==> src/hw/rtl/bsws_pkg.sv <==
// ----------------------------------------------------------------------------
// Bounded stack with search: shared definitions
// Sizes, command and status codes, and the control/status bundles that pass
// between the controller and the datapath.
// ----------------------------------------------------------------------------
package bsws_pkg;

  localparam int unsigned DEPTH       = 8;
  localparam int unsigned MAX_RESULTS = 8;
  localparam int unsigned WORD_W      = 32;
  localparam int unsigned ADDR_W      = (DEPTH > 1) ? $clog2(DEPTH) : 1;
  localparam int unsigned CNT_W       = $clog2(DEPTH + 1);
  localparam int unsigned POS_W       = 3;
  localparam int unsigned CMP_W       = (CNT_W > POS_W) ? CNT_W : POS_W;

  typedef logic [ADDR_W-1:0]        addr_t;
  typedef logic [CNT_W-1:0]         cnt_t;
  typedef logic [CMP_W-1:0]         cmp_t;
  typedef logic [POS_W-1:0]         pos_t;
  typedef logic signed [WORD_W-1:0] word_t;

  localparam pos_t LAST_N = pos_t'(MAX_RESULTS - 1);

  typedef enum logic [2:0] {
    CMD_PUSH   = 3'd0,
    CMD_POP    = 3'd1,
    CMD_PEEK   = 3'd2,
    CMD_FIND   = 3'd3,
    CMD_UPDATE = 3'd4,
    CMD_DUMP   = 3'd5
  } cmd_e;

  typedef enum logic [2:0] {
    STS_OK        = 3'd0,
    STS_OVERFLOW  = 3'd1,
    STS_EMPTY     = 3'd2,
    STS_NOT_FOUND = 3'd3,
    STS_BAD_INDEX = 3'd4
  } status_e;

  // Commands from the controller to the datapath.
  typedef struct packed {
    logic    latch;       // capture the search word
    logic    push_wr;     // write the request word on top, count up
    logic    upd_wr;      // overwrite the requested position
    logic    pop_dec;     // count down
    logic    rd_top;      // read the top entry
    logic    rd_first;    // start a scan at the bottom
    logic    rd_dump;     // start a dump at the top
    logic    scan_next;   // step the scan pointer up
    logic    dump_next;   // step the dump pointer down
    logic    res_set;     // load the pending result
    status_e res_status;
    logic    res_pos_ptr; // pending position comes from the scan pointer
    logic    out_load;    // load the output register
    logic    out_from_rd; // output data comes from the memory
    logic    out_last;
  } ctrl_cmd_t;

  // Status from the datapath to the controller.
  typedef struct packed {
    logic empty;
    logic full;
    logic idx_ok;
    logic match;
    logic scan_last;
    logic dump_last;
    logic out_free;
  } dp_sts_t;

endpackage

==> src/hw/rtl/bsws_if.sv <==
// ----------------------------------------------------------------------------
// Bounded stack with search: channel interfaces
// Request channel and result channel, each with valid/ready handshake.
// ----------------------------------------------------------------------------
interface bsws_in_if;
  logic                  valid;
  logic                  ready;
  logic [2:0]            cmd;
  logic signed [31:0]    value;
  logic [2:0]            index;

  modport source (output valid, cmd, value, index, input ready);
  modport sink (input valid, cmd, value, index, output ready);
endinterface

interface bsws_out_if;
  logic                  valid;
  logic                  ready;
  logic [2:0]            status;
  logic signed [31:0]    data;
  logic [2:0]            position;
  logic                  last;

  modport source (output valid, status, data, position, last, input ready);
  modport sink (input valid, status, data, position, last, output ready);
endinterface

==> src/hw/rtl/bsws_ram.sv <==
// ----------------------------------------------------------------------------
// Generic RAM
// One write port and one read port; read data is registered and holds
// while no read is issued.
// ----------------------------------------------------------------------------
module bsws_ram #(
  parameter int unsigned WIDTH = 32,
  parameter int unsigned DEPTH = 8
) (
  input  logic                                   clk_i,
  input  logic                                   we_i,
  input  logic [((DEPTH > 1) ? $clog2(DEPTH) : 1)-1:0] waddr_i,
  input  logic [WIDTH-1:0]                       wdata_i,
  input  logic                                   re_i,
  input  logic [((DEPTH > 1) ? $clog2(DEPTH) : 1)-1:0] raddr_i,
  output logic [WIDTH-1:0]                       rdata_o
);

  logic [WIDTH-1:0] mem_q [DEPTH];
  logic [WIDTH-1:0] rdata_q;

  always_ff @(posedge clk_i) begin
    if (we_i) begin
      mem_q[waddr_i] <= wdata_i;
    end
    if (re_i) begin
      rdata_q <= mem_q[raddr_i];
    end
  end

  assign rdata_o = rdata_q;

endmodule

==> src/hw/rtl/bsws_dp.sv <==
// ----------------------------------------------------------------------------
// Bounded stack with search: datapath
// Entry memory, fill count, scan/dump pointer, pending result and the
// output register.
// ----------------------------------------------------------------------------
module bsws_dp (
  input  logic                   clk_i,
  input  logic                   rst_ni,
  input  logic signed [31:0]     in_value_i,
  input  logic [2:0]             in_index_i,
  input  bsws_pkg::ctrl_cmd_t    cmd_i,
  output bsws_pkg::dp_sts_t      sts_o,
  input  logic                   out_ready_i,
  output logic                   out_valid_o,
  output logic [2:0]             out_status_o,
  output logic signed [31:0]     out_data_o,
  output logic [2:0]             out_position_o,
  output logic                   out_last_o
);

  bsws_pkg::cnt_t    count_q, count_d;
  bsws_pkg::addr_t   ptr_q, ptr_d;
  bsws_pkg::pos_t    n_q, n_d;
  bsws_pkg::word_t   value_q;
  bsws_pkg::status_e res_status_q;
  bsws_pkg::pos_t    res_pos_q;
  logic              out_valid_q;
  logic [2:0]        out_status_q;
  bsws_pkg::word_t   out_data_q;
  bsws_pkg::pos_t    out_pos_q;
  logic              out_last_q;

  bsws_pkg::addr_t   top_addr;
  bsws_pkg::addr_t   waddr;
  bsws_pkg::addr_t   raddr;
  logic              we;
  logic              re;
  logic [31:0]       rdata;

  assign top_addr = bsws_pkg::addr_t'(count_q - bsws_pkg::cnt_t'(1));

  always_comb begin
    we    = cmd_i.push_wr | cmd_i.upd_wr;
    waddr = cmd_i.upd_wr ? bsws_pkg::addr_t'(in_index_i)
                         : bsws_pkg::addr_t'(count_q);
    re    = cmd_i.rd_top | cmd_i.rd_first | cmd_i.rd_dump |
            cmd_i.scan_next | cmd_i.dump_next;
    raddr = top_addr;
    ptr_d = ptr_q;
    n_d   = n_q;
    if (cmd_i.rd_first) begin
      raddr = '0;
      ptr_d = '0;
    end else if (cmd_i.rd_dump) begin
      ptr_d = top_addr;
      n_d   = '0;
    end else if (cmd_i.scan_next) begin
      raddr = ptr_q + bsws_pkg::addr_t'(1);
      ptr_d = raddr;
    end else if (cmd_i.dump_next) begin
      raddr = ptr_q - bsws_pkg::addr_t'(1);
      ptr_d = raddr;
      n_d   = n_q + bsws_pkg::pos_t'(1);
    end
    count_d = count_q;
    if (cmd_i.push_wr) begin
      count_d = count_q + bsws_pkg::cnt_t'(1);
    end else if (cmd_i.pop_dec) begin
      count_d = count_q - bsws_pkg::cnt_t'(1);
    end
  end

  bsws_ram #(
    .WIDTH (bsws_pkg::WORD_W),
    .DEPTH (bsws_pkg::DEPTH)
  ) u_ram (
    .clk_i   (clk_i),
    .we_i    (we),
    .waddr_i (waddr),
    .wdata_i (in_value_i),
    .re_i    (re),
    .raddr_i (raddr),
    .rdata_o (rdata)
  );

  always_ff @(posedge clk_i or negedge rst_ni) begin
    if (!rst_ni) begin
      count_q     <= '0;
      out_valid_q <= 1'b0;
    end else begin
      count_q <= count_d;
      if (cmd_i.out_load) begin
        out_valid_q <= 1'b1;
      end else if (out_ready_i) begin
        out_valid_q <= 1'b0;
      end
    end
  end

  always_ff @(posedge clk_i) begin
    ptr_q <= ptr_d;
    n_q   <= n_d;
    if (cmd_i.latch) begin
      value_q <= in_value_i;
    end
    if (cmd_i.res_set) begin
      res_status_q <= cmd_i.res_status;
      res_pos_q    <= cmd_i.res_pos_ptr ? bsws_pkg::pos_t'(ptr_q) : '0;
    end
    if (cmd_i.out_load) begin
      out_status_q <= cmd_i.out_from_rd ? bsws_pkg::STS_OK : res_status_q;
      out_data_q   <= cmd_i.out_from_rd ? rdata : '0;
      out_pos_q    <= cmd_i.out_from_rd ? '0 : res_pos_q;
      out_last_q   <= cmd_i.out_last;
    end
  end

  always_comb begin
    sts_o.empty     = (count_q == '0);
    sts_o.full      = (count_q == bsws_pkg::cnt_t'(bsws_pkg::DEPTH));
    sts_o.idx_ok    = (bsws_pkg::cmp_t'(in_index_i) < bsws_pkg::cmp_t'(count_q));
    sts_o.match     = (rdata == value_q);
    sts_o.scan_last = ((bsws_pkg::cnt_t'(ptr_q) + bsws_pkg::cnt_t'(1)) == count_q);
    sts_o.dump_last = (ptr_q == '0) || (n_q == bsws_pkg::LAST_N);
    sts_o.out_free  = !out_valid_q || out_ready_i;
  end

  assign out_valid_o    = out_valid_q;
  assign out_status_o   = out_status_q;
  assign out_data_o     = out_data_q;
  assign out_position_o = out_pos_q;
  assign out_last_o     = out_last_q;

endmodule

==> src/hw/rtl/bsws_ctrl.sv <==
// ----------------------------------------------------------------------------
// Bounded stack with search: controller
// Decodes each request and sequences memory reads, the search scan, the
// dump walk and the loading of results.
// ----------------------------------------------------------------------------
module bsws_ctrl (
  input  logic                  clk_i,
  input  logic                  rst_ni,
  input  logic                  in_valid_i,
  input  logic [2:0]            in_cmd_i,
  output logic                  in_ready_o,
  input  bsws_pkg::dp_sts_t     sts_i,
  output bsws_pkg::ctrl_cmd_t   cmd_o
);

  typedef enum logic [4:0] {
    S_IDLE = 5'b00001,
    S_RD   = 5'b00010,
    S_SCAN = 5'b00100,
    S_DUMP = 5'b01000,
    S_RESP = 5'b10000
  } state_e;

  state_e         state_q, state_d;
  bsws_pkg::cmd_e op_q, op_d;

  always_ff @(posedge clk_i or negedge rst_ni) begin
    if (!rst_ni) begin
      state_q <= S_IDLE;
      op_q    <= bsws_pkg::CMD_PUSH;
    end else begin
      state_q <= state_d;
      op_q    <= op_d;
    end
  end

  assign in_ready_o = (state_q == S_IDLE);

  always_comb begin
    state_d = state_q;
    op_d    = op_q;
    cmd_o   = '0;
    cmd_o.res_status = bsws_pkg::STS_OK;
    case (state_q)
      S_IDLE: begin
        if (in_valid_i) begin
          op_d        = bsws_pkg::cmd_e'(in_cmd_i);
          cmd_o.latch = 1'b1;
          case (bsws_pkg::cmd_e'(in_cmd_i))
            bsws_pkg::CMD_PUSH: begin
              cmd_o.res_set = 1'b1;
              if (sts_i.full) begin
                cmd_o.res_status = bsws_pkg::STS_OVERFLOW;
              end else begin
                cmd_o.push_wr = 1'b1;
              end
              state_d = S_RESP;
            end
            bsws_pkg::CMD_POP, bsws_pkg::CMD_PEEK: begin
              if (sts_i.empty) begin
                cmd_o.res_set    = 1'b1;
                cmd_o.res_status = bsws_pkg::STS_EMPTY;
                state_d          = S_RESP;
              end else begin
                cmd_o.rd_top = 1'b1;
                state_d      = S_RD;
              end
            end
            bsws_pkg::CMD_FIND: begin
              if (sts_i.empty) begin
                cmd_o.res_set    = 1'b1;
                cmd_o.res_status = bsws_pkg::STS_NOT_FOUND;
                state_d          = S_RESP;
              end else begin
                cmd_o.rd_first = 1'b1;
                state_d        = S_SCAN;
              end
            end
            bsws_pkg::CMD_UPDATE: begin
              cmd_o.res_set = 1'b1;
              if (sts_i.idx_ok) begin
                cmd_o.upd_wr = 1'b1;
              end else begin
                cmd_o.res_status = bsws_pkg::STS_BAD_INDEX;
              end
              state_d = S_RESP;
            end
            bsws_pkg::CMD_DUMP: begin
              if (sts_i.empty) begin
                cmd_o.res_set    = 1'b1;
                cmd_o.res_status = bsws_pkg::STS_EMPTY;
                state_d          = S_RESP;
              end else begin
                cmd_o.rd_dump = 1'b1;
                state_d       = S_DUMP;
              end
            end
            default: begin
              // Unused codes are taken and dropped without a result.
              state_d = S_IDLE;
            end
          endcase
        end
      end
      S_RD: begin
        if (sts_i.out_free) begin
          cmd_o.out_load    = 1'b1;
          cmd_o.out_from_rd = 1'b1;
          cmd_o.out_last    = 1'b1;
          cmd_o.pop_dec     = (op_q == bsws_pkg::CMD_POP);
          state_d           = S_IDLE;
        end
      end
      S_SCAN: begin
        // The memory output holds the entry at the scan pointer.
        if (sts_i.match) begin
          cmd_o.res_set     = 1'b1;
          cmd_o.res_pos_ptr = 1'b1;
          state_d           = S_RESP;
        end else if (sts_i.scan_last) begin
          cmd_o.res_set    = 1'b1;
          cmd_o.res_status = bsws_pkg::STS_NOT_FOUND;
          state_d          = S_RESP;
        end else begin
          cmd_o.scan_next = 1'b1;
        end
      end
      S_DUMP: begin
        if (sts_i.out_free) begin
          cmd_o.out_load    = 1'b1;
          cmd_o.out_from_rd = 1'b1;
          cmd_o.out_last    = sts_i.dump_last;
          if (sts_i.dump_last) begin
            state_d = S_IDLE;
          end else begin
            cmd_o.dump_next = 1'b1;
          end
        end
      end
      S_RESP: begin
        if (sts_i.out_free) begin
          cmd_o.out_load = 1'b1;
          cmd_o.out_last = 1'b1;
          state_d        = S_IDLE;
        end
      end
      default: begin
        state_d = S_IDLE;
      end
    endcase
  end

endmodule

==> src/hw/rtl/bounded_stack_with_search_unit.sv <==
// ----------------------------------------------------------------------------
// Bounded stack with search: top level
// LIFO stack of signed 32-bit words with push, pop, peek, find, update and
// dump requests.
//
//   Channel  Dir  Handshake     Payload
//   in_i     in   valid/ready   cmd[2:0], value[31:0], index[2:0]
//   out_o    out  valid/ready   status[2:0], data[31:0], position[2:0], last
//
// Push and update load their result from S_RESP; pop and peek read the top
// entry and load it from S_RD. Find scans from the bottom up, then loads its
// result; dump emits one result per cycle while the output register is free.
// Requests are taken only between commands; a loaded result waits in the
// output register and stalls the next result, not the next acceptance.
// Reset empties the stack; entries are not cleared.
// ----------------------------------------------------------------------------
module bounded_stack_with_search_unit (
  input  logic        clk_i,
  input  logic        rst_ni,
  bsws_in_if.sink     in_i,
  bsws_out_if.source  out_o
);

  bsws_pkg::ctrl_cmd_t cmd;
  bsws_pkg::dp_sts_t   sts;

  bsws_ctrl u_ctrl (
    .clk_i      (clk_i),
    .rst_ni     (rst_ni),
    .in_valid_i (in_i.valid),
    .in_cmd_i   (in_i.cmd),
    .in_ready_o (in_i.ready),
    .sts_i      (sts),
    .cmd_o      (cmd)
  );

  bsws_dp u_dp (
    .clk_i          (clk_i),
    .rst_ni         (rst_ni),
    .in_value_i     (in_i.value),
    .in_index_i     (in_i.index),
    .cmd_i          (cmd),
    .sts_o          (sts),
    .out_ready_i    (out_o.ready),
    .out_valid_o    (out_o.valid),
    .out_status_o   (out_o.status),
    .out_data_o     (out_o.data),
    .out_position_o (out_o.position),
    .out_last_o     (out_o.last)
  );

  // A result is loaded only when the output register can take it.
  a_load_free: assert property (@(posedge clk_i) disable iff (!rst_ni)
    cmd.out_load |-> sts.out_free)
    else $error("result loaded over a pending result");

  // The stack never grows past its depth or shrinks below empty.
  a_count_bounds: assert property (@(posedge clk_i) disable iff (!rst_ni)
    (cmd.push_wr |-> !sts.full) and (cmd.pop_dec |-> !sts.empty))
    else $error("stack count out of bounds");

  // No new request is taken in the middle of a dump.
  a_dump_busy: assert property (@(posedge clk_i) disable iff (!rst_ni)
    (cmd.out_load && !cmd.out_last) |=> !in_i.ready)
    else $error("request taken during a dump");

endmodule
==> src/flat_wrapper.sv <==
// flat-port wrapper written by rule: the top's interface ports become plain ports
module bounded_stack_with_search_unit_flat 
  (clk_i, rst_ni, in_i_valid, in_i_cmd, in_i_value, in_i_index, in_i_ready, out_o_valid, out_o_status, out_o_data, out_o_position, out_o_last, out_o_ready);
  bsws_in_if in_i_i ();
  bsws_out_if out_o_i ();
  input  logic clk_i;
  input  logic rst_ni;
  input wire logic [$bits(in_i_i.valid)-1:0] in_i_valid;
  input wire logic [$bits(in_i_i.cmd)-1:0] in_i_cmd;
  input wire logic [$bits(in_i_i.value)-1:0] in_i_value;
  input wire logic [$bits(in_i_i.index)-1:0] in_i_index;
  output wire logic [$bits(in_i_i.ready)-1:0] in_i_ready;
  output wire logic [$bits(out_o_i.valid)-1:0] out_o_valid;
  output wire logic [$bits(out_o_i.status)-1:0] out_o_status;
  output wire logic [$bits(out_o_i.data)-1:0] out_o_data;
  output wire logic [$bits(out_o_i.position)-1:0] out_o_position;
  output wire logic [$bits(out_o_i.last)-1:0] out_o_last;
  input wire logic [$bits(out_o_i.ready)-1:0] out_o_ready;
  assign in_i_i.valid = in_i_valid;
  assign in_i_i.cmd = in_i_cmd;
  assign in_i_i.value = in_i_value;
  assign in_i_i.index = in_i_index;
  assign in_i_ready = in_i_i.ready;
  assign out_o_valid = out_o_i.valid;
  assign out_o_status = out_o_i.status;
  assign out_o_data = out_o_i.data;
  assign out_o_position = out_o_i.position;
  assign out_o_last = out_o_i.last;
  assign out_o_i.ready = out_o_ready;
  bounded_stack_with_search_unit u_core (.clk_i(clk_i), .rst_ni(rst_ni), .in_i(in_i_i), .out_o(out_o_i));
endmodule
==> config.mk <==
export PLATFORM = sky130hd
export DESIGN_NAME = bounded_stack_with_search_unit_flat
export DESIGN_NICKNAME = d
export VERILOG_FILES = /design/src/hw/rtl/bsws_pkg.sv /design/src/hw/rtl/bsws_if.sv /design/src/hw/rtl/bsws_ram.sv /design/src/hw/rtl/bsws_dp.sv /design/src/hw/rtl/bsws_ctrl.sv /design/src/hw/rtl/bounded_stack_with_search_unit.sv /design/src/flat_wrapper.sv
export SDC_FILE = /design/constraint.sdc
export NUM_CORES = 1
export LEC_CHECK = 0
export ABC_AREA = 1
export BUFFER_PORTS_ARGS = -buffer_cell sky130_fd_sc_hd__buf_4
export CAP_MARGIN = 20
export CORE_UTILIZATION = 55
export DETAILED_ROUTE_END_ITERATION = 7
export GPL_ROUTABILITY_DRIVEN = 1
export PLACE_DENSITY = 0.73
export RECOVER_POWER = 50
export SKIP_CTS_REPAIR_TIMING = 1
export SYNTH_ARGS = -nofsm -noshare
export SYNTH_HDL_FRONTEND = slang
export SYNTH_SLANG_ARGS = --single-unit
==> constraint.sdc <==
create_clock -name clk_i -period 8.6 [get_ports clk_i]
set_clock_uncertainty 0.1 [all_clocks]
set_input_delay 2.15 -clock clk_i [delete_from_list [all_inputs] [get_ports clk_i]]
set_output_delay 2.15 -clock clk_i [all_outputs]
set_load 0.05 [all_outputs]
==> flow_summary_export.csv, run 1 <==
group,metric,value,unit
outcome,status,"finished with violations",
outcome,violations,"max-capacitance violations, max-slew violations",
floorplan,coreArea,0.0315,mm2
synth,yosys_warnings,0,
sta,rsz0062_at_grt,"false",
synth,yosys_most_used_dff,"edfxtp_1",
pwr,ir_drop,0.300,mV
global_routing,antenna_found_initial,0,
synth,ys_async_sr_fraction,3.39,%
finish,multi_input_area,0.00430,mm2
floorplan,ios,83,
synth,synthesis.nets,1699,
cts,clock_path_buffers,3,
synth,synth_area_leaders,"edfxtp_1 63%, nand2_1 8.2%, inv_1 7.2%",
sta,hold_viol,0,
placed_design,io_buffers,82,
global_routing,grt_pass1_wl,60500,um
sta,slew_headroom,-73.4,%
finish,utilization,62.1,%
synth,synth_area_leader_cell,"edfxtp_1",
drt,routed_wl,38300,um
pwr,seqPwrFrac,37.5,%
cts,cts_tree,"yes",
finish,fin_nets,1761,
sta,setup_tns,0,ns
synth,yosys.area.top_type_share,62.9,%
synth,synth.cell_area,0.0176,mm2
worst_setup_path,critPathKind,"in -> reg",
pwr,powerDensity,343,mW/mm2
pwr,pwr-share-clk,25.0,%
drt,ant_nets,0,
finish,fill_cells,2406,
worst_setup_path,start_kind,"input port",
finish,seqCellArea,0.0114,mm2
synth,netlist_instances,1648,
synth,ys_types,48,
sta,final_max_slew_viol_count,69,
finish,drive_gt1_share,9.73,%
cts,cts_buffers,39,
placed_design,hpwl,21900,um
floorplan,initial_utilization,55.8,%
run,max_cap_violations,2,
sta,tightest_slew,2.60,ns
sta,finalSetupViolations,0,
finish,syn2layout_area_growth,11.3,%
finish,layout_common_cells,"385 x nand2_1, 368 x edfxtp_1, 339 x inv_1, 131 x nand3_1, 128 x nand4_1",
sta,period_share,73.4,%
drt,drc,0,
finish,layout_commonest_cell,"nand2_1",
finish,diodes,0,
cts,clock_sinks,384,
pwr,p_comb_share,37.4,%
drt,dr.pass1.iters,5,
cts,cts.clk_slew.worst_paths,0.06,ns
drt,route.vias.total,11699,
cts,clk_latency,0.53,ns
drt,vias_per_cell,5.47,
worst_hold_path,hp-class,"reg -> reg",
worst_setup_path,required,8.72,ns
floorplan,fp.dieArea,0.0327,mm2
worst_setup_path,arrival,6.43,ns
drt,wl_per_cell,17.9,um
pwr,intPower,0.00410,W
pwr,p_leak,8.41,nW
worst_setup_path,path_max_fanout,39,
worst_setup_path,worst_setup_path_end_kind,"register",
synth,syn_avg_cell_area,10.7,um2
cts,cts_htree_levels,2,
floorplan,row_count,65,
global_routing,grt_usage,23.7,%
cts,root_buffer,"clkbuf_16",
sta,fmax,0.158,GHz
sta,fin_crit,6.31,ns
synth,yosysSeqAreaShare,65.1,%
synth,ys_ff_latch,384,
synth,synth-edff-count,368,
pwr,swShare,38.8,%
global_routing,grt_max_degree,131,
pwr,p_switching,0.00260,W
floorplan,dieWidth,181,um
drt,drtIter0Drc,1078,
global_routing,overflow,0,
floorplan,die_h,181,um
placed_design,place.gp.congestion,0.887,
global_routing,grt_pass1_vias,11558,
stage by stage:
step	hold WS [ns]	area, um2	cells	setup WS [ns]	total power [W]
finish	0.420	19500	2139	2.29	0.00670
global route	0.440	19500	2139	1.97	0.00708
CTS	0.417	19600	2136	3.66	0.00672
detailed placement	0.404	18400	2068	3.14	0.00505
global placement	0.387	18200	2061	3.23	0.00495
floorplan	0.368	17600	1648	2.90	0.00453
final timing paths:
check / from / end / slack [ns] / cells after the start
worst max register to register: u_core.u_ctrl.state_q[3]$_DFFE_PN0P_ / u_core.u_dp.u_ram.mem_q[4][2]$_DFFE_PP_ / 3.52 / 9
worst max-delay path: in_i_valid / u_core.u_dp.u_ram.mem_q[4][2]$_DFFE_PP_ / 2.29 / 9
min in group asynchronous: rst_ni / u_core.u_ctrl.state_q[1]$_DFFE_PN0P_ / 1.57 / 1
max in group asynchronous: rst_ni / u_core.u_ctrl.state_q[3]$_DFFE_PN0P_ / 6.37 / 1
worst min-delay path: u_core.u_ctrl.op_q[1]$_DFFE_PN0P_ / u_core.u_ctrl.op_q[1]$_DFFE_PN0P_ / 0.42 / 2
worst min register to register: u_core.u_ctrl.op_q[1]$_DFFE_PN0P_ / u_core.u_ctrl.op_q[1]$_DFFE_PN0P_ / 0.42 / 2
power by group through the flow:
| stage | registers (W) | clock network (W) | logic, W |
|---|---|---|---|
| 6_report | 0.00251 | 0.00168 | 0.00251 |
| 5_1_grt | 0.00254 | 0.00177 | 0.00278 |
| 4_1_cts | 0.00251 | 0.00169 | 0.00252 |
| 3_5_place_dp | 0.00255 | 0 | 0.00250 |
| 3_3_place_gp | 0.00254 | 0 | 0.00241 |
| 2_1_floorplan | 0.00268 | 0 | 0.00186 |
worst max-delay path, stage by stage:
cell and delay [ns]:
clkbuf_1 0.19, inv_1 0.15, nor2_1 0.22, clkbuf_1 1.87, nand2_1 0.39, nand2_1 0.23
nand2_1 0.27, nor2_4 0.69, buf_16 0.24
cells in the mapped netlist (3+ instances only):
master      n
xor2_1      3
inv_1     339
nand4_1   128
nand3_1   132
nor2_4      3
edfxtp_1  368
buf_2      16
dfxtp_1     3
ha_1        9
xnor2_1    26
clkbuf_1    8
nand4_2     7
buf_6      20
nand3_4     3
nand3_2    12
nor2_1     82
buf_4      23
a21oi_1     6
inv_2       6
dfrtp_1    12
nand2_1   385
buf_1       6
o21ai_0    17
nand2_2     3
kinds of logic after synthesis:
group,after synthesis,share of synthesized area [%]
buffers and inverters,422,10.7
adders and majority gates,9,0.641
and+or+nand+nor,769,20.9
AOI/OAI and AO/OA,34,1.10
muxes,1,0.0641
xor gates and xnor gates,29,1.45
DFF,384,65.1
registers in the layout, summed over array words and instances, names as in the netlist:
signal	flops
u_core.u_ctrl.op_q	3
u_core.u_ctrl.state_q	5
u_core.u_dp.count_q	4
u_core.u_dp.n_q	3
u_core.u_dp.out_data_o	32
u_core.u_dp.out_last_o	1
u_core.u_dp.out_position_o	3
u_core.u_dp.out_status_o	3
u_core.u_dp.out_valid_o	1
u_core.u_dp.ptr_q	3
u_core.u_dp.res_pos_q	3
u_core.u_dp.res_status_q	3
u_core.u_dp.u_ram.mem_q	256
u_core.u_dp.u_ram.rdata_o	32
u_core.u_dp.value_q	32
final cells by class:
cell class,instances,share of cell area (%)
multi-input combinational,842,22.0
sequential,384,58.5
timing repair buffer,97,3.90
clock buffer,45,5.11
inverter,346,6.66
tap,402,2.57
clock inverter,23,1.24
layer usage:
layer	vias to the layer above	GRT usage (%)	wire length [um]	share of wire, %
met2	456	41.0	19300	50
met3	78	3.91	2910	7.6
li1	5555	-	-	-
met5	-	0	0	0
met4	0	9.20	1060	2.8
met1	5610	29.8	15000	39
No activity file was read; power rests on OpenSTA's default activity.
==> run 2, diff against run 1 <==
==> constraint.sdc (replaced) <==
create_clock -name clk_i -period 6.6 [get_ports clk_i]
set_clock_uncertainty 0.1 [all_clocks]
set_input_delay 1.65 -clock clk_i [delete_from_list [all_inputs] [get_ports clk_i]]
set_output_delay 1.65 -clock clk_i [all_outputs]
set_load 0.05 [all_outputs]
==> run 2 against run 1 <==
  * The run still ends with max-capacitance violations, max-slew violations left
  * First-iteration DRC count grew 13%
  * Count of clock-buffer cells in the layout grew 5
  * Non-clock buffer count grew 4
  * Cell area is essentially flat
  * Core utilization is essentially flat
  * Via count shrank 0.84%
  * Critical endpoint is now u_core.u_dp.u_ram.rdata_o[23]$_DFFE_PP_
  * Largest cell class unchanged
  * Largest power group unchanged
==> flow_summary_export.csv, run 2 (same netlist as run 1, synthesis figures left out) <==
group,metric,value,unit
outcome,status,"finished with violations",
outcome,violations,"max-capacitance violations, max-slew violations",
floorplan,initial_utilization,55.8,%
finish,layout_common_cells,"386 x nand2_1, 368 x edfxtp_1, 339 x inv_1, 131 x nand3_1, 128 x nand4_1",
cts,cts_tree,"yes",
placed_design,post-place-ws,1.40,ns
placed_design,hpwl,21500,um
cts,clk_latency,0.54,ns
drt,drtIter0Drc,1218,
cts,cts.clk_slew.worst_paths,0.07,ns
cts,clock_path_buffers,3,
global_routing,met2_usage,41.3,%
drt,dr.pass1.iters,6,
pwr,ir_drop,0.299,mV
sta,period_share,69.1,%
finish,fin_nets,1766,
pwr,swShare,38.9,%
placed_design,place.gp.congestion,0.845,
floorplan,row_count,65,
pwr,powerDensity,444,mW/mm2
placed_design,placed_cell_area,0.0184,mm2
sta,fin_crit,4.56,ns
global_routing,antenna_found_initial,0,
finish,diodes,0,
drt,route.vias.total,11601,
drt,ant_nets,0,
floorplan,fp.dieArea,0.0327,mm2
finish,fill_cells,2389,
sta,hold_viol,0,
sta,fmax,0.219,GHz
floorplan,dieWidth,181,um
worst_setup_path,start_kind,"register",
worst_hold_path,hp-class,"reg -> reg",
worst_setup_path,arrival,4.75,ns
drt,vias_per_cell,5.40,
sta,setup_tns,0,ns
worst_setup_path,critPathKind,"reg -> reg",
sta,tightest_slew,1.57,ns
drt,wl_per_cell,17.6,um
finish,drive_gt1_share,9.68,%
drt,drc,0,
floorplan,die_h,181,um
pwr,seqPwrFrac,37.6,%
cts,clock_sinks,384,
finish,regMostFlops,"u_core.u_dp.u_ram.mem_q",
sta,finalSetupViolations,0,
finish,largest_reg_flops,256,
global_routing,grt_pass1_wl,60500,um
global_routing,grtUsageMet1,29.6,%
global_routing,top_usage_layer,"met2",
floorplan,ios,83,
finish,finish.instance_area,0.0195,mm2
finish,layout_commonest_cell,"nand2_1",
cts,root_buffer,"clkbuf_16",
pwr,p_switching,0.00337,W
sta,fin_ws,2.04,ns
global_routing,grt_pass1_vias,11515,
global_routing,grt_usage,23.7,%
drt,routed_wl,37800,um
global_routing,overflow,0,
pwr,pwr-share-clk,24.9,%
placed_design,placed_cells,2071,
global_routing,grt_max_degree,92,
sta,final_max_slew_viol_count,27,
worst_setup_path,path_max_fanout,91,
sta,rsz0062_at_grt,"false",
cts,cts_buffers,40,
worst_setup_path,worst_setup_path_end_kind,"register",
finish,fin_cells,2147,
cts,cts_htree_levels,2,
run,max_cap_violations,1,
sta,slew_headroom,-4.88,%
worst_setup_path,required,6.79,ns
floorplan,coreArea,0.0315,mm2
placed_design,io_buffers,82,
pwr,p_leak,8.40,nW
pwr,intPower,0.00531,W
global_routing,use_met3,3.65,%
pwr,p_comb_share,37.5,%
finish,syn2layout_area_growth,11.2,%
run 2: power groups by stage:
| stage | Clock [W] | Combinational [W] | Sequential, W |
|---|---|---|---|
| 2_1_floorplan | 0 | 0.00242 | 0.00349 |
| 3_5_place_dp | 0 | 0.00325 | 0.00332 |
| 5_1_grt | 0.00229 | 0.00361 | 0.00329 |
| 4_1_cts | 0.00220 | 0.00327 | 0.00327 |
| 6_report | 0.00216 | 0.00325 | 0.00327 |
| 3_3_place_gp | 0 | 0.00316 | 0.00331 |
run 2: per-layer routing:
| metal | wire [um] | part of all wire (%) | vias up |
|---|---|---|---|
| met5 | 0 | 0 | - |
| met4 | 950 | 2.5 | 0 |
| met3 | 2640 | 7.0 | 80 |
| met2 | 19000 | 50 | 455 |
| met1 | 15200 | 40 | 5510 |
| li1 | - | - | 5556 |
run 2: final timing paths:
check                                                  start                                      end  slack, ns  depth (start not counted)
setup reg to reg           u_core.u_dp.ptr_q[0]$_SDFFE_PP0P_  u_core.u_dp.u_ram.rdata_o[23]$_DFFE_PP_       2.04                         16
max in group asynchronous                             rst_ni       u_core.u_dp.count_q[2]$_DFFE_PN0P_       4.84                          1
min in group asynchronous                             rst_ni       u_core.u_dp.count_q[0]$_DFFE_PN0P_       1.07                          1
hold reg to reg            u_core.u_ctrl.op_q[2]$_DFFE_PN0P_        u_core.u_ctrl.op_q[2]$_DFFE_PN0P_       0.41                          2
hold / removal             u_core.u_ctrl.op_q[2]$_DFFE_PN0P_        u_core.u_ctrl.op_q[2]$_DFFE_PN0P_       0.41                          2
setup / recovery           u_core.u_dp.ptr_q[0]$_SDFFE_PP0P_  u_core.u_dp.u_ram.rdata_o[23]$_DFFE_PP_       2.04                         16
run 2: critical path, stage by stage (launching register included):
cell and delay, ns:
dfxtp_1 0.50, inv_1 0.20, ha_1 0.39, inv_1 0.12, nand2_1 0.06, a21oi_1 0.15, nand2_2 0.06, nor2_1 0.33
nor2_8 0.06, nand2_1 0.39, nand2_8 0.43, nand3_4 0.83, nand2_1 0.16, nand3_1 0.14, nand2_1 0.07, nand2_1 0.07
nand2_1 0.06
run 2: through the flow:
stage | util (%) | hold WS [ns] | power [W]
after floorplan | - | 0.368 | 0.00591
after global placement | 58.0 | 0.385 | 0.00646
after detailed placement | 58.4 | 0.406 | 0.00657
after CTS | 62.3 | 0.421 | 0.00873
after global routing | 62.1 | 0.453 | 0.00920
final | 62.1 | 0.415 | 0.00868
run 2: cell type report:
| class | instances | area, um2 | share of cell area, % |
|---|---|---|---|
| Multi-Input combinational cell | 842 | 4290 | 21.9 |
| Timing Repair Buffer | 101 | 753 | 3.86 |
| Clock buffer | 50 | 1090 | 5.58 |
| Inverter | 346 | 1300 | 6.66 |
| Sequential cell | 384 | 11400 | 58.5 |
| Tap cell | 402 | 503 | 2.57 |
| Clock inverter | 22 | 164 | 0.839 |
==> run 3, diff against run 2 <==
==> constraint.sdc (replaced) <==
create_clock -name clk_i -period 4.8 [get_ports clk_i]
set_clock_uncertainty 0.1 [all_clocks]
set_input_delay 1.2 -clock clk_i [delete_from_list [all_inputs] [get_ports clk_i]]
set_output_delay 1.2 -clock clk_i [all_outputs]
set_load 0.05 [all_outputs]
==> run 3 against run 2 <==
  * The flow still finishes with violations (max-capacitance violations, max-slew violations)
  * Clock power is 34% higher
  * Power is 37% higher
  * Sequential cell count unchanged
  * Die area stayed put
  * Core utilization decreased by 0.49 points
==> flow_summary_export.csv, run 3 (same netlist as run 1, synthesis figures left out) <==
group,metric,value,unit
drt,dr.pass1.iters,5,
drt,drc,0,
sta,period_share,79.8,%
global_routing,grt_pass1_vias,11144,
floorplan,coreArea,0.0315,mm2
worst_setup_path,path_cells,"inv_1, ha_1, inv_1, nand2_1, a21oi_1, nand2_2, nor2_4, nor2_8, nand2_8, nand2_8, nand3_4, nand2_1, nand3_1, nand2_1, nand2_1, nand2_1",
global_routing,grt_max_degree,100,
outcome,status,"finished with violations",
worst_setup_path,critical-path-max-stage-delay,0.84,ns
finish,fin_nets,1767,
cts,cts.clk_slew.worst_paths,0.06,ns
floorplan,ios,83,
cts,cts_htree_levels,2,
worst_setup_path,crit_top_cell,"nand2_1",
floorplan,die_h,181,um
worst_hold_path,hp-class,"reg -> reg",
sta,fin_crit,3.83,ns
global_routing,grt_usage,23.4,%
worst_setup_path,crit_slowest_cell,"nand3_4",
floorplan,row_count,65,
finish,layout_commonest_cell,"nand2_1",
worst_setup_path,worst_setup_path_end_kind,"register",
floorplan,dieWidth,181,um
finish,seqCellArea,0.0114,mm2
sta,tightest_slew,1.89,ns
global_routing,grt_pass1_wl,59700,um
worst_setup_path,critPathKind,"reg -> reg",
pwr,ir_drop,0.413,mV
finish,multi_input_area,0.00430,mm2
placed_design,place.gp.congestion,0.875,
cts,clk_latency,0.53,ns
worst_setup_path,required,5.09,ns
worst_setup_path,path_max_fanout,75,
drt,routed_wl,37800,um
run,max_cap_violations,1,
drt,wl_per_cell,17.6,um
worst_setup_path,arrival,4.12,ns
pwr,p_leak,8.34,nW
drt,route.vias.total,11616,
finish,fill_cells,2453,
sta,fin_ws,0.970,ns
cts,cts_tree,"yes",
placed_design,hpwl,21300,um
pwr,powerDensity,612,mW/mm2
sta,slew_headroom,-26.3,%
placed_design,io_buffers,82,
cts,root_buffer,"clkbuf_16",
sta,finalSetupViolations,0,
worst_setup_path,path_buf_inv,2,
finish,diodes,0,
floorplan,initial_utilization,55.8,%
drt,drtIter0Drc,1153,
sta,setup_tns,0,ns
outcome,violations,"max-capacitance violations, max-slew violations",
finish,syn2layout_area_growth,10.3,%
worst_setup_path,start_kind,"register",
cts,clock_path_buffers,3,
worst_setup_path,crit_family,"simple AND/OR/NAND/NOR gates",
sta,hold_viol,0,
floorplan,fp.dieArea,0.0327,mm2
finish,regMostFlops,"u_core.u_dp.u_ram.mem_q",
global_routing,antenna_found_initial,0,
sta,final_max_slew_viol_count,29,
cts,cts_buffers,39,
cts,clock_sinks,384,
finish,largest_reg_flops,256,
finish,utilization,61.6,%
finish,drive_gt1_share,9.29,%
sta,rsz0062_at_grt,"false",
drt,ant_nets,0,
placed_design,post-place-ws,0.708,ns
sta,fmax,0.261,GHz
finish,layout_common_cells,"385 x nand2_1, 368 x edfxtp_1, 339 x inv_1, 131 x nand3_1, 128 x nand4_1",
drt,vias_per_cell,5.42,
global_routing,overflow,0,
run 3: cell types whose count changed in the layout (fill, tap and decap cells not counted), sizes merged:
cell,previous run,this run
clkbuf,91,95
clkinv,19,15
buf,60,57
bufinv,2,3
clkinvlp,1,0
inv,346,347
run 3: area by class of cell:
cell class / count / share of cell area (%)
multi-input combinational: 842 / 22.2
clock buffer: 49 / 5.34
clock inverter: 19 / 0.891
inverter: 346 / 6.71
tap: 402 / 2.60
timing repair buffer: 103 / 3.25
sequential: 384 / 59.0
run 3: metrics by stage:
| stage | total power, W | hold slack, ns | cell area, um2 | cells |
|---|---|---|---|---|
| floorplan | 0.00812 | 0.368 | 17600 | 1648 |
| global placement | 0.00893 | 0.384 | 18300 | 2076 |
| detailed placement | 0.00903 | 0.404 | 18300 | 2076 |
| CTS | 0.0119 | 0.404 | 19600 | 2144 |
| global route | 0.0125 | 0.457 | 19400 | 2145 |
| finish | 0.0119 | 0.412 | 19400 | 2145 |
run 3: worst paths after layout:
check | slack [ns] | end | cells past startpoint | from
worst max-delay path | 0.97 | u_core.u_dp.u_ram.rdata_o[2]$_DFFE_PP_ | 16 | u_core.u_dp.ptr_q[0]$_SDFFE_PP0P_
worst min-delay path | 0.41 | u_core.u_ctrl.op_q[1]$_DFFE_PN0P_ | 2 | u_core.u_ctrl.op_q[1]$_DFFE_PN0P_
worst max register to register | 0.97 | u_core.u_dp.u_ram.rdata_o[2]$_DFFE_PP_ | 16 | u_core.u_dp.ptr_q[0]$_SDFFE_PP0P_
worst min register to register | 0.41 | u_core.u_ctrl.op_q[1]$_DFFE_PN0P_ | 2 | u_core.u_ctrl.op_q[1]$_DFFE_PN0P_
max in group asynchronous | 3.55 | u_core.u_ctrl.state_q[1]$_DFFE_PN0P_ | 1 | rst_ni
min in group asynchronous | 0.60 | u_core.u_dp.count_q[2]$_DFFE_PN0P_ | 1 | rst_ni
run 3: worst reg2reg max path, cell delays in order (launching register included):
cell     delay, ns
dfxtp_1       0.49
inv_1         0.19
ha_1          0.38
inv_1         0.10
nand2_1       0.07
a21oi_1       0.07
nand2_2       0.08
nor2_4        0.05
nor2_8        0.14
nand2_8       0.11
nand2_8       0.40
nand3_4       0.89
nand2_1       0.28
nand3_1       0.11
nand2_1       0.09
nand2_1       0.07
nand2_1       0.08
run 3: where the power goes:
group	total (W)	leakage (nW)	switching, W	internal [W]
Sequential	0.00450	3.53	0.000213	0.00429
Combinational	0.00446	4.22	0.00317	0.00128
Clock	0.00290	0.589	0.00121	0.00169
Total	0.0119	8.34	0.00460	0.00726
run 3: metal layers:
metal  share of wire (%)  global-route usage (%)  vias up
met4                 2.2                    8.00        0
met5                   0                       0        -
met1                  41                    30.5     5512
met3                 7.3                    3.33       68
met2                  50                    40.3      483
li1                    -                       -     5553
